===== src/sv/twcc_pkg.sv =====
// Shared types and constants for the text window cursor controller.
// No dependencies; imported by every module of the block.
package twcc_pkg;

    localparam int SCREEN_COLS = 40;
    localparam int SCREEN_ROWS = 25;

    localparam logic [7:0] CODE_CLEAR     = 8'hFF;
    localparam logic [7:0] CODE_UNDERLINE = 8'hFE;
    localparam logic [7:0] CODE_INVERSE   = 8'hFD;
    localparam logic [7:0] CODE_CENTER_ON = 8'hFC;
    localparam logic [7:0] CODE_CENTER_OFF = 8'hFB;
    localparam logic [6:0] LOW_MASK       = 7'h7F;
    localparam logic [6:0] CODE_NEWLINE   = 7'h0A;
    localparam logic [6:0] CODE_RETURN    = 7'h0D;

    localparam logic [7:0] REG_WIN_LEFT     = 8'd0;
    localparam logic [7:0] REG_WIN_TOP      = 8'd1;
    localparam logic [7:0] REG_WIN_RIGHT    = 8'd2;
    localparam logic [7:0] REG_WIN_BOTTOM   = 8'd3;
    localparam logic [7:0] REG_AUTO_ADVANCE = 8'd4;

    localparam logic       FUNC_PUT_CHAR = 1'b0;

    typedef struct packed {
        logic       func;
        logic [7:0] char_code;
        logic [7:0] pos_col;
        logic [7:0] pos_row;
    } item_t;

    typedef struct packed {
        logic [5:0] win_left;
        logic [4:0] win_top;
        logic [5:0] win_right;
        logic [4:0] win_bottom;
        logic       auto_advance;
    } cfg_t;

    typedef struct packed {
        logic [5:0] col;
        logic [4:0] row;
        logic       underline;
        logic       inverse;
        logic       center;
    } cursor_state_t;

    typedef struct packed {
        logic       draw_en;
        logic [7:0] glyph_code;
        logic [5:0] draw_col;
        logic [4:0] draw_row;
        logic       underline_on;
        logic       inverse_on;
        logic       center_on;
        logic       clear_en;
        logic       scroll_en;
        logic [5:0] cursor_col;
        logic [4:0] cursor_row;
    } result_t;

    typedef struct packed {
        logic [4:0] row;
        logic       scroll;
    } line_feed_t;

    // Bottom check after a line move: one pull-back at most.
    function automatic line_feed_t line_feed(input logic [5:0] row,
                                             input logic [4:0] top,
                                             input logic [4:0] bottom);
        line_feed_t lf;
        lf.scroll = ((7'(row) + 7'(top)) > 7'(bottom));
        if (!lf.scroll)
        begin
            lf.row = row[4:0];
        end
        else if (row != 6'd0)
        begin
            lf.row = 5'(row - 6'd1);
        end
        else
        begin
            lf.row = 5'd0;
        end
        return lf;
    endfunction

endpackage


===== src/sv/twcc_cfg.sv =====
// Window configuration registers written over the configuration channel.
// Depends on twcc_pkg.
module twcc_cfg (
    input  logic              clk,
    input  logic              rst_n,
    input  logic              cfg_valid,
    output logic              cfg_ready,
    input  logic [7:0]        cfg_index,
    input  logic [7:0]        cfg_data,
    output twcc_pkg::cfg_t    cfg
);
    import twcc_pkg::*;

    cfg_t cfg_reg;

    assign cfg_ready = 1'b1;
    assign cfg       = cfg_reg;

    always_ff @(posedge clk or negedge rst_n)
    begin
        if (!rst_n)
        begin
            cfg_reg.win_left     <= 6'd0;
            cfg_reg.win_top      <= 5'd0;
            cfg_reg.win_right    <= 6'd39;
            cfg_reg.win_bottom   <= 5'd24;
            cfg_reg.auto_advance <= 1'b1;
        end
        else if (cfg_valid)
        begin
            unique case (cfg_index)
                REG_WIN_LEFT:     cfg_reg.win_left     <= cfg_data[5:0];
                REG_WIN_TOP:      cfg_reg.win_top      <= cfg_data[4:0];
                REG_WIN_RIGHT:    cfg_reg.win_right    <= cfg_data[5:0];
                REG_WIN_BOTTOM:   cfg_reg.win_bottom   <= cfg_data[4:0];
                REG_AUTO_ADVANCE: cfg_reg.auto_advance <= cfg_data[0];
                default:          ;
            endcase
        end
    end
endmodule


===== src/sv/twcc_in_reg.sv =====
// Input register stage holding one accepted request.
// Depends on twcc_pkg.
module twcc_in_reg (
    input  logic             clk,
    input  logic             rst_n,
    input  logic             load,
    input  logic             drain,
    input  twcc_pkg::item_t  item_in,
    output logic             item_valid,
    output twcc_pkg::item_t  item_out
);
    import twcc_pkg::*;

    logic  valid_reg;
    item_t item_reg;

    assign item_valid = valid_reg;
    assign item_out   = item_reg;

    always_ff @(posedge clk or negedge rst_n)
    begin
        if (!rst_n)
        begin
            valid_reg <= 1'b0;
        end
        else if (load)
        begin
            valid_reg <= 1'b1;
        end
        else if (drain)
        begin
            valid_reg <= 1'b0;
        end
    end

    always_ff @(posedge clk)
    begin
        if (load)
        begin
            item_reg <= item_in;
        end
    end
endmodule


===== src/sv/twcc_step.sv =====
// Single-pass decode of one request against cursor state and window setup.
// Depends on twcc_pkg.
module twcc_step (
    input  twcc_pkg::item_t         item,
    input  twcc_pkg::cfg_t          cfg,
    input  twcc_pkg::cursor_state_t state,
    output twcc_pkg::cursor_state_t state_next,
    output twcc_pkg::result_t       result
);
    import twcc_pkg::*;

    logic [6:0] low_code;
    logic [6:0] col_inc;
    logic [6:0] col_edge;
    logic       pos_ok;
    line_feed_t lf_nl;
    line_feed_t lf_cr;

    assign low_code = item.char_code[6:0] & LOW_MASK;
    assign col_inc  = 7'(state.col) + 7'd1;
    assign col_edge = col_inc + 7'(cfg.win_left);
    assign pos_ok   = ((9'(item.pos_col) + 9'(cfg.win_left)) < 9'(SCREEN_COLS)) &&
                      ((9'(item.pos_row) + 9'(cfg.win_top)) < 9'(SCREEN_ROWS));
    assign lf_nl    = line_feed(6'(state.row) + 6'd1, cfg.win_top, cfg.win_bottom);
    assign lf_cr    = line_feed(6'(state.row), cfg.win_top, cfg.win_bottom);

    always_comb
    begin
        state_next = state;
        result     = '0;
        if (item.func != FUNC_PUT_CHAR)
        begin
            if (pos_ok)
            begin
                state_next.col = item.pos_col[5:0];
                state_next.row = item.pos_row[4:0];
            end
        end
        else
        begin
            priority if (item.char_code == CODE_CLEAR)
            begin
                state_next.col  = 6'd0;
                state_next.row  = 5'd0;
                result.clear_en = 1'b1;
            end
            else if (item.char_code == CODE_UNDERLINE)
            begin
                state_next.underline = ~state.underline;
            end
            else if (item.char_code == CODE_INVERSE)
            begin
                state_next.inverse = ~state.inverse;
            end
            else if (item.char_code == CODE_CENTER_ON)
            begin
                state_next.center = 1'b1;
            end
            else if (item.char_code == CODE_CENTER_OFF)
            begin
                state_next.center = 1'b0;
            end
            else if (low_code == CODE_NEWLINE)
            begin
                state_next.col   = 6'd0;
                state_next.row   = lf_nl.row;
                result.scroll_en = lf_nl.scroll;
            end
            else if (low_code == CODE_RETURN)
            begin
                state_next.col   = 6'd0;
                state_next.row   = lf_cr.row;
                result.scroll_en = lf_cr.scroll;
            end
            else
            begin
                result.draw_en      = 1'b1;
                result.glyph_code   = item.char_code;
                result.draw_col     = state.col + cfg.win_left;
                result.draw_row     = state.row + cfg.win_top;
                result.underline_on = state.underline;
                result.inverse_on   = state.inverse;
                if (cfg.auto_advance)
                begin
                    if (col_edge > 7'(cfg.win_right))
                    begin
                        state_next.col   = 6'd0;
                        state_next.row   = lf_nl.row;
                        result.scroll_en = lf_nl.scroll;
                    end
                    else
                    begin
                        state_next.col = col_inc[5:0];
                    end
                end
            end
        end
        result.center_on  = state_next.center;
        result.cursor_col = state_next.col;
        result.cursor_row = state_next.row;
    end
endmodule


===== src/sv/text_window_cursor_control.sv =====
// Text window cursor controller: top level with cursor state and result register.
// Depends on twcc_pkg, twcc_cfg, twcc_in_reg and twcc_step.
//
// Usage:
//   Input channel (in_valid/in_ready) carries one request: a character byte
//   (func 0) or a set-cursor request (func 1). Every request yields exactly one
//   result on the output channel (out_valid/out_ready).
//   Configuration channel (cfg_valid/cfg_ready) writes the window registers by
//   index; it is always ready and should only be used while no request is in
//   flight.
//   A request is registered in the input register, then decoded against the
//   cursor state into the result register. Throughput: one request per cycle
//   while the receiver keeps out_ready high, set by the cursor update loop.
//   When the receiver stalls, the result register holds and the input register
//   holds one more request; in_ready drops only when both are full.
//   Reset clears the cursor and effect flags, empties both stages and loads the
//   window registers with their defaults (full 40 by 25 screen, auto-advance on).
module text_window_cursor_control (
    input  logic       clk,
    input  logic       rst_n,
    input  logic       cfg_valid,
    output logic       cfg_ready,
    input  logic [7:0] cfg_index,
    input  logic [7:0] cfg_data,
    input  logic       in_valid,
    output logic       in_ready,
    input  logic       func,
    input  logic [7:0] char_code,
    input  logic [7:0] pos_col,
    input  logic [7:0] pos_row,
    output logic       out_valid,
    input  logic       out_ready,
    output logic       draw_en,
    output logic [7:0] glyph_code,
    output logic [5:0] draw_col,
    output logic [4:0] draw_row,
    output logic       underline_on,
    output logic       inverse_on,
    output logic       center_on,
    output logic       clear_en,
    output logic       scroll_en,
    output logic [5:0] cursor_col,
    output logic [4:0] cursor_row
);
    import twcc_pkg::*;

    cfg_t          cfg;
    item_t         in_item;
    item_t         s1_item;
    logic          s1_valid;
    logic          advance;
    logic          load;
    cursor_state_t state_reg;
    cursor_state_t state_next;
    result_t       step_result;
    result_t       result_reg;
    logic          out_valid_reg;

    assign in_item   = '{func: func, char_code: char_code, pos_col: pos_col, pos_row: pos_row};
    assign advance   = s1_valid && (!out_valid_reg || out_ready);
    assign in_ready  = !s1_valid || advance;
    assign load      = in_valid && in_ready;

    twcc_cfg u_cfg (
        .clk       (clk),
        .rst_n     (rst_n),
        .cfg_valid (cfg_valid),
        .cfg_ready (cfg_ready),
        .cfg_index (cfg_index),
        .cfg_data  (cfg_data),
        .cfg       (cfg)
    );

    twcc_in_reg u_in_reg (
        .clk        (clk),
        .rst_n      (rst_n),
        .load       (load),
        .drain      (advance),
        .item_in    (in_item),
        .item_valid (s1_valid),
        .item_out   (s1_item)
    );

    twcc_step u_step (
        .item       (s1_item),
        .cfg        (cfg),
        .state      (state_reg),
        .state_next (state_next),
        .result     (step_result)
    );

    always_ff @(posedge clk or negedge rst_n)
    begin
        if (!rst_n)
        begin
            state_reg     <= '0;
            out_valid_reg <= 1'b0;
        end
        else
        begin
            if (advance)
            begin
                state_reg     <= state_next;
                out_valid_reg <= 1'b1;
            end
            else if (out_ready)
            begin
                out_valid_reg <= 1'b0;
            end
        end
    end

    always_ff @(posedge clk)
    begin
        if (advance)
        begin
            result_reg <= step_result;
        end
    end

    assign out_valid    = out_valid_reg;
    assign draw_en      = result_reg.draw_en;
    assign glyph_code   = result_reg.glyph_code;
    assign draw_col     = result_reg.draw_col;
    assign draw_row     = result_reg.draw_row;
    assign underline_on = result_reg.underline_on;
    assign inverse_on   = result_reg.inverse_on;
    assign center_on    = result_reg.center_on;
    assign clear_en     = result_reg.clear_en;
    assign scroll_en    = result_reg.scroll_en;
    assign cursor_col   = result_reg.cursor_col;
    assign cursor_row   = result_reg.cursor_row;
endmodule

===== config.mk =====
export PLATFORM = sky130hd
export DESIGN_NAME = text_window_cursor_control
export DESIGN_NICKNAME = d
export VERILOG_FILES = /design/src/sv/twcc_pkg.sv /design/src/sv/twcc_cfg.sv /design/src/sv/twcc_in_reg.sv /design/src/sv/twcc_step.sv /design/src/sv/text_window_cursor_control.sv
export SDC_FILE = /design/constraint.sdc
export NUM_CORES = 1
export LEC_CHECK = 0
export BUFFER_PORTS_ARGS = -buffer_cell sky130_fd_sc_hd__clkbuf_2
export CAP_MARGIN = 20
export CORE_MARGIN = 4
export CORE_UTILIZATION = 58
export DETAILED_ROUTE_END_ITERATION = 8
export MAX_ROUTING_LAYER = met4
export PLACE_DENSITY = 0.91
export RECOVER_POWER = 100
export SLEW_MARGIN = 20
export SYNTH_ARGS = -nofsm -noshare
export SYNTH_HDL_FRONTEND = slang
export SYNTH_SLANG_ARGS = --single-unit

===== constraint.sdc =====
create_clock -name clk -period 10.3 [get_ports clk]
set_input_delay 1.03 -clock clk [delete_from_list [all_inputs] [get_ports clk]]
set_output_delay 1.03 -clock clk [all_outputs]
set_load 0.02 [all_outputs]

==> metrics.txt, run 1 <==
status=finished with violations; failing checks=max-capacitance violations, max-slew violations; IO buf count=81; CP max FO=13; post-CTS setup buffer count=0; CTS buffer count=9; final WL=15.07 mm; Reg area=2816 um2; Die Ht=111.1 um; Mapped Area=6163 um2; Avg Inst Size Synth=10.79 um2; endpoint class of the critical path=flip-flop; top cells by area, synth=edfxtp_1 (30%), dfrtp_1 (13%), ha_1 (10%), mux2_2 (4.2%), dfstp_2 (3.0%); Sw Pwr=507.4 uW; CTS Hold Bufs=0; Iteration-0 DRC Markers=365; IO Count=85; unrepaired setup endpoints after global routing=no; maximum number of pins on one net before global-route repair=47; clock tree sinks=100; Pins Over Slew Limit=113; Final Hold Fails=0; worst endpoint required time=10560 ps; drt pass-1 iters=5; placed insts=769; synth cell count leaders=edfxtp_1 (61), ha_1 (51), nor2_1 (39), nand2_1 (37), inv_1 (33); switch share=38.38%; Worst Skew=21.73 ps; fin cells=785; Gate power share=39.4%; GR Overflow Total=0; Pwr Density=193.9 nW/um2; CORE AREA=10320 um2; sequential share of power=40.6%; Highest Clock Rate=196.2 MHz; max FFs per register=25; global-route usage over all layers=25.59%; Cell Rows=37; CP startpoint kind=flip-flop; DRC viols=0; Hold/Removal Path Class=flip-flop to flip-flop; Leak=2.936 nW; clock buffer depth=2; asr flop ratio synth=39.00%; vias per std cell=6.276; Min Hold Slack=464.5 ps; layout cells sized above 1=14.33%; initial antenna violation count=0; Initial Util=59.70%; antenna viol nets, final=0; internal power=814.8 uW; H-Tree Depth=3; Skew-Pair Late Insertion Delay=380 ps; FILL cells=798; crit share post-route=49.48%; Post-DP Area=6665 um2; Final Net Count=746; Slew HR=-61.72%; cell with the most instances after synthesis=edfxtp_1; post_cts resized=0; Via Count=4927; Worst-Margin Slew=2426 ps; CTS Root Cell=clkbuf_8; Synth top area share=29.72%; sequential area share after synthesis=45.70%; Area Growth Syn to Fin=10.66%; Distinct cells, synth=68; DIE AREA=12340 um2; Worst Path Arrival=5360 ps; ys flop type=edfxtp_1; cells after synthesis=571; Reg clk slew, reported paths=100 ps; routed len/inst=19.20 um; Final min period=5097 ps; final setup vio count=0; post-detail-place hpwl=11.08 mm; Peak VDD IR=0.1117 mV; warnings from Yosys=0; TNS Setup=0 ps; RePlAce Congestion=0.9879; MaxCap Viol Count=3; multi-input combinational cell area=3134 um2; Synth area leader=edfxtp_1; die width=111.1 um; final instance area=6820 um2; Antenna Cells=0; clock share of power=20.0%; Synth Register Bits=100; vias in the first global route=5132; CTS tree=built; Synth Net Count=673; WS Path Type=flip-flop to flip-flop; Post-synth EDFFs=61; first-pass GRT wire length=24.92 mm
==> final cells by class <==
type | instances | share of cell area [%]
flip-flops and latches | 100 | 41.30
repair buffers | 83 | 5.357
clock buffers | 10 | 1.871
well taps | 136 | 2.495
clock inverters | 6 | 1.211
multi-input cells | 417 | 45.95
inverters | 33 | 1.816
==> critical path, cell delays in order (launching register included) <==
cell and delay (ps):
dfrtp_1 630, inv_1 240, ha_1 400, ha_1 320, a21o_1 200, a211oi_1 300, nor2_1 110, ha_1 300
o21ai_0 70, a21oi_1 140, nor4_1 60, o32ai_1 1150, and4_1 340, o2111ai_1 130, a41o_1 320, mux2_2 270
==> through the flow <==
step | worst slack (ps) | power [mW] | utilization, %
global route | 4917 | 1.408 | 66.06
finish | 5204 | 1.322 | 66.06
floorplan | 6404 | 0.9181 | -
global placement | 5716 | 1.018 | 64.56
CTS | 5418 | 1.319 | 66.60
detailed placement | 5486 | 1.049 | 64.56
==> layout by cell type (no fill, tap or decap), types with 5 or more instances in the layout <==
| master | instances |
|---|---|
| dfrtp_1 | 32 |
| nand3_1 | 15 |
| nor2_1 | 39 |
| nor3_1 | 8 |
| mux2_2 | 22 |
| nand2b_1 | 11 |
| o21ai_0 | 25 |
| ha_1 | 51 |
| nor4_1 | 5 |
| and3_1 | 19 |
| inv_1 | 32 |
| a21o_1 | 17 |
| edfxtp_1 | 61 |
| clkbuf_8 | 9 |
| clkbuf_1 | 43 |
| o221ai_1 | 8 |
| mux2i_1 | 7 |
| xor2_1 | 11 |
| a22oi_1 | 7 |
| a21oi_1 | 26 |
| xnor2_1 | 19 |
| dfstp_2 | 7 |
| a211oi_1 | 7 |
| nand2_1 | 37 |
| fa_1 | 5 |
| clkbuf_2 | 40 |
==> cells by family (layout without fill, tap and decap cells) <==
logic type               Yosys count  in the layout  synth area share (%)
flip-flops                       100            100                 45.70
AO/OA/AOI/OAI                    132            132                 14.78
buffers and inverters             54            132                 3.552
AND/OR/NAND/NOR                  167            167                 14.15
adder cells (fa/ha/maj)           56             56                 11.98
multiplexers                      31             31                 5.522
other                              1              1               0.06084
XOR/XNOR                          30             30                 4.263
==> routing by layer <==
layer,up-vias,GRT usage [%],part of all wire [%]
li1,2265,-,-
met1,2301,29.41,37
met2,289,43.04,50
met3,72,4.367,8.4
met4,0,13.38,4.9
met5,-,-,0
==> path summary, 6_finish.rpt <==
| kind | to | cells past startpoint | slack [ps] | from |
|---|---|---|---|---|
| worst max-delay path | state_reg[6] | 15 | 5200 | state_reg[3] |
| worst min-delay path | state_reg[1] | 1 | 460 | state_reg[1] |
| worst max register to register | state_reg[6] | 15 | 5200 | state_reg[3] |
| worst min register to register | state_reg[1] | 1 | 460 | state_reg[1] |
| max in group asynchronous | u_cfg.cfg[22] | 1 | 7680 | rst_n |
| min in group asynchronous | state_reg[12] | 1 | 1300 | rst_n |
==> power groups by stage <==
stage          registers, mW  logic (mW)  clock network, mW
3_5_place_dp           0.541       0.508                  0
5_1_grt                0.542       0.579              0.287
3_3_place_gp           0.537       0.481                  0
4_1_cts                0.533       0.518              0.268
2_1_floorplan          0.536       0.382                  0
6_report               0.537       0.521              0.265
Power figures use the tool's default switching activity.
==> run 2, diff against run 1 <==
ABC_AREA = 1   (was not set)
CORE_UTILIZATION = 53   (was 58)
PLACE_DENSITY = 0.88   (was 0.91)
clock period = 4.55 ns   (was 10.3 ns; I/O delays follow)
==> run 2 against run 1 <==
Net effect:
- utilization shrank 5.2 points
- the run still ends with max-capacitance violations, max-slew violations left
- sequential share of layout area is 1.3 points lower
- critical path type unchanged
- largest cell class unchanged
- synthesized cell count increased by 33%
- first-iteration DRC count grew 20%
- power rose to 2.6 times the previous value
- cell area increased by 3.2%
- clock power rose to 2.8 times the previous value
- via count up 9.2%
- clock skew down 14 ps
==> metrics.txt, run 2 <==
final setup vio count=0; Worst Path Arrival=4260 ps; Synth Net Count=860; warnings from Yosys=0; Avg Inst Size Synth=8.366 um2; CTS Hold Bufs=0; Via Count=5381; CTS tree=built; post-CTS setup buffer count=0; status=finished with violations; max FFs per register=25; Worst Skew=7.513 ps; unrepaired setup endpoints after global routing=no; Synth area leader=edfxtp_1; CORE AREA=11560 um2; Final min period=3979 ps; crit path max-delay cell type=dfrtp_1; antenna viol nets, final=0; clock buffer depth=2; Pins Over Slew Limit=89; routed len/inst=15.23 um; FILL cells=989; maximum number of pins on one net before global-route repair=49; first-pass GRT wire length=24.98 mm; Pwr Total=3.473 mW; Iteration-0 DRC Markers=437; worst endpoint required time=4840 ps; TNS Setup=0 ps; RePlAce Congestion=0.9871; FF-to-FF Start=state_reg[3]; max incr delay on CP=610 ps; layout cells sized above 1=10.50%; post-detail-place hpwl=10.97 mm; Leak=3.473 nW; commonest non-fill, non-tap cell in the layout=nand2_1; IO buf count=81; CP startpoint kind=flip-flop; GR Overflow Total=0; synth cell count leaders=nand2_1 (210), inv_1 (93), nor2_1 (64), edfxtp_1 (61), nand3_1 (52); critical path's most frequent cell=nand2_1; crit-path cells=inv_1, ha_1, inv_1, fa_1, nand3b_1, nand2_1, xor2_1, inv_1, ha_1, nand2_1, inv_1, nand4_1, a21oi_1, nand4_1, nand3_1, nand3_1, nand2_1, nand2_1, nand2_1, nand2_1, nand2_1; Final Net Count=935; IO Count=85; WS Path Type=flip-flop to flip-flop; Antenna Cells=0; Mapped Area=6341 um2; initial antenna violation count=0; vias in the first global route=5312; endpoint class of the critical path=flip-flop; CP max FO=11; vias per std cell=5.485; MaxCap Viol Count=2; Highest Clock Rate=251.3 MHz; multi-input combinational cell area=2995 um2; post_cts resized=0; global-route usage over all layers=22.72%; CP Capture Point=state_reg[7]; final WL=14.94 mm; H-Tree Depth=3; cells after synthesis=758; sequential area share after synthesis=44.42%; Reg clk slew, reported paths=70 ps; Area Growth Syn to Fin=10.97%; Distinct cells, synth=46; cell with the most instances after synthesis=nand2_1; CTS Root Cell=clkbuf_16; Synth top area share=28.89%; Hold/Removal Path Class=input port to flip-flop; clock tree sinks=100; Die Ht=117.4 um; asr flop ratio synth=39.00%; Worst R2R End=state_reg[7]; Post-synth EDFFs=61; most frequent cells in the layout=nand2_1 (210), inv_1 (95), nor2_1 (67), edfxtp_1 (61), nand3_1 (52); Slew HR=-47.81%; Peak VDD IR=0.2130 mV; die width=117.4 um; Reg area=2816 um2; crit share post-route=87.45%; CTS buffer count=9; Initial Util=54.83%; R2R Setup Slk=570 ps; Reg2Reg Depth=21; Pwr Density=493.5 nW/um2; Worst-Margin Slew=2217 ps; Final Hold Fails=0; Worst Setup SP=state_reg[3]; Synth Register Bits=100; ys flop type=edfxtp_1; DIE AREA=13780 um2; top cells by area, synth=edfxtp_1 (29%), dfrtp_1 (13%), nand2_1 (12%), ha_1 (10%), inv_1 (5.5%); DRC viols=0; Skew-Pair Late Insertion Delay=350 ps; drt pass-1 iters=5; failing checks=max-capacitance violations, max-slew violations; Cell Rows=39
run 2: final cells by class:
| class | instances | share of cell area, % |
|---|---|---|
| repair buffers | 81 | 5.050 |
| clock buffers | 9 | 3.201 |
| well taps | 143 | 2.543 |
| flip-flops and latches | 100 | 40.02 |
| inverters | 107 | 5.708 |
| multi-input cells | 534 | 42.57 |
| clock inverters | 7 | 0.9068 |
run 2: worst min path at each step:
stage                            endpoint    startpoint  slack, ps  cells after the start
floorplan                       out_valid         rst_n        160                      0
global placement             state_reg[0]  state_reg[0]        460                      2
detailed placement           u_cfg.cfg[2]  u_cfg.cfg[2]        470                      2
CTS                  u_in_reg.item_out[2]    pos_row[2]        270                      1
global route        u_in_reg.item_out[19]  char_code[3]        260                      1
finish              u_in_reg.item_out[14]    pos_col[6]        270                      1
run 2: worst max-delay path: cells and delay by family (launching register included):
family	cells	cell delay (ps)
fa+ha+maj	3	1200
simple gates	12	1190
buf+inv	4	430
xor+xnor	1	160
flops	1	610
compound gates	1	320
run 2: logic make-up after synthesis:
| logic type | Yosys count | synth area share [%] |
|---|---|---|
| compound gates | 74 | 6.354 |
| xor+xnor | 22 | 3.039 |
| fa+ha+maj | 56 | 11.64 |
| buf+inv | 124 | 7.833 |
| flops | 100 | 44.42 |
| other cells | 1 | 0.05914 |
| simple gates | 381 | 26.66 |
run 2: through the flow:
| step | utilization [%] | area [um2] | hold slack [ps] | std cells | setup slack [ps] |
|---|---|---|---|---|---|
| after detailed placement | 59.06 | 6830 | 474.8 | 965 | 712.6 |
| after floorplan | - | 6341 | 159.4 | 758 | 1217 |
| after CTS | 61.56 | 7119 | 267.3 | 981 | 683.3 |
| after global placement | 59.06 | 6830 | 459.3 | 965 | 798.0 |
| after global routing | 60.85 | 7037 | 257.5 | 981 | 201.5 |
| final | 60.85 | 7037 | 272.7 | 981 | 571.1 |
run 2: routing by layer:
layer | part of all wire (%) | vias up | global-route usage (%)
met4 | 3.1 | 0 | 9.971
met1 | 40 | 2508 | 26.17
met3 | 6.6 | 49 | 4.572
li1 | - | 2624 | -
met5 | 0 | - | -
met2 | 50 | 200 | 38.66
run 2: where the power goes:
part | total, mW | switching (mW) | internal (mW)
logic | 1.42 | 0.935 | 0.487
clock network | 0.750 | 0.365 | 0.385
registers | 1.30 | 0.155 | 1.14
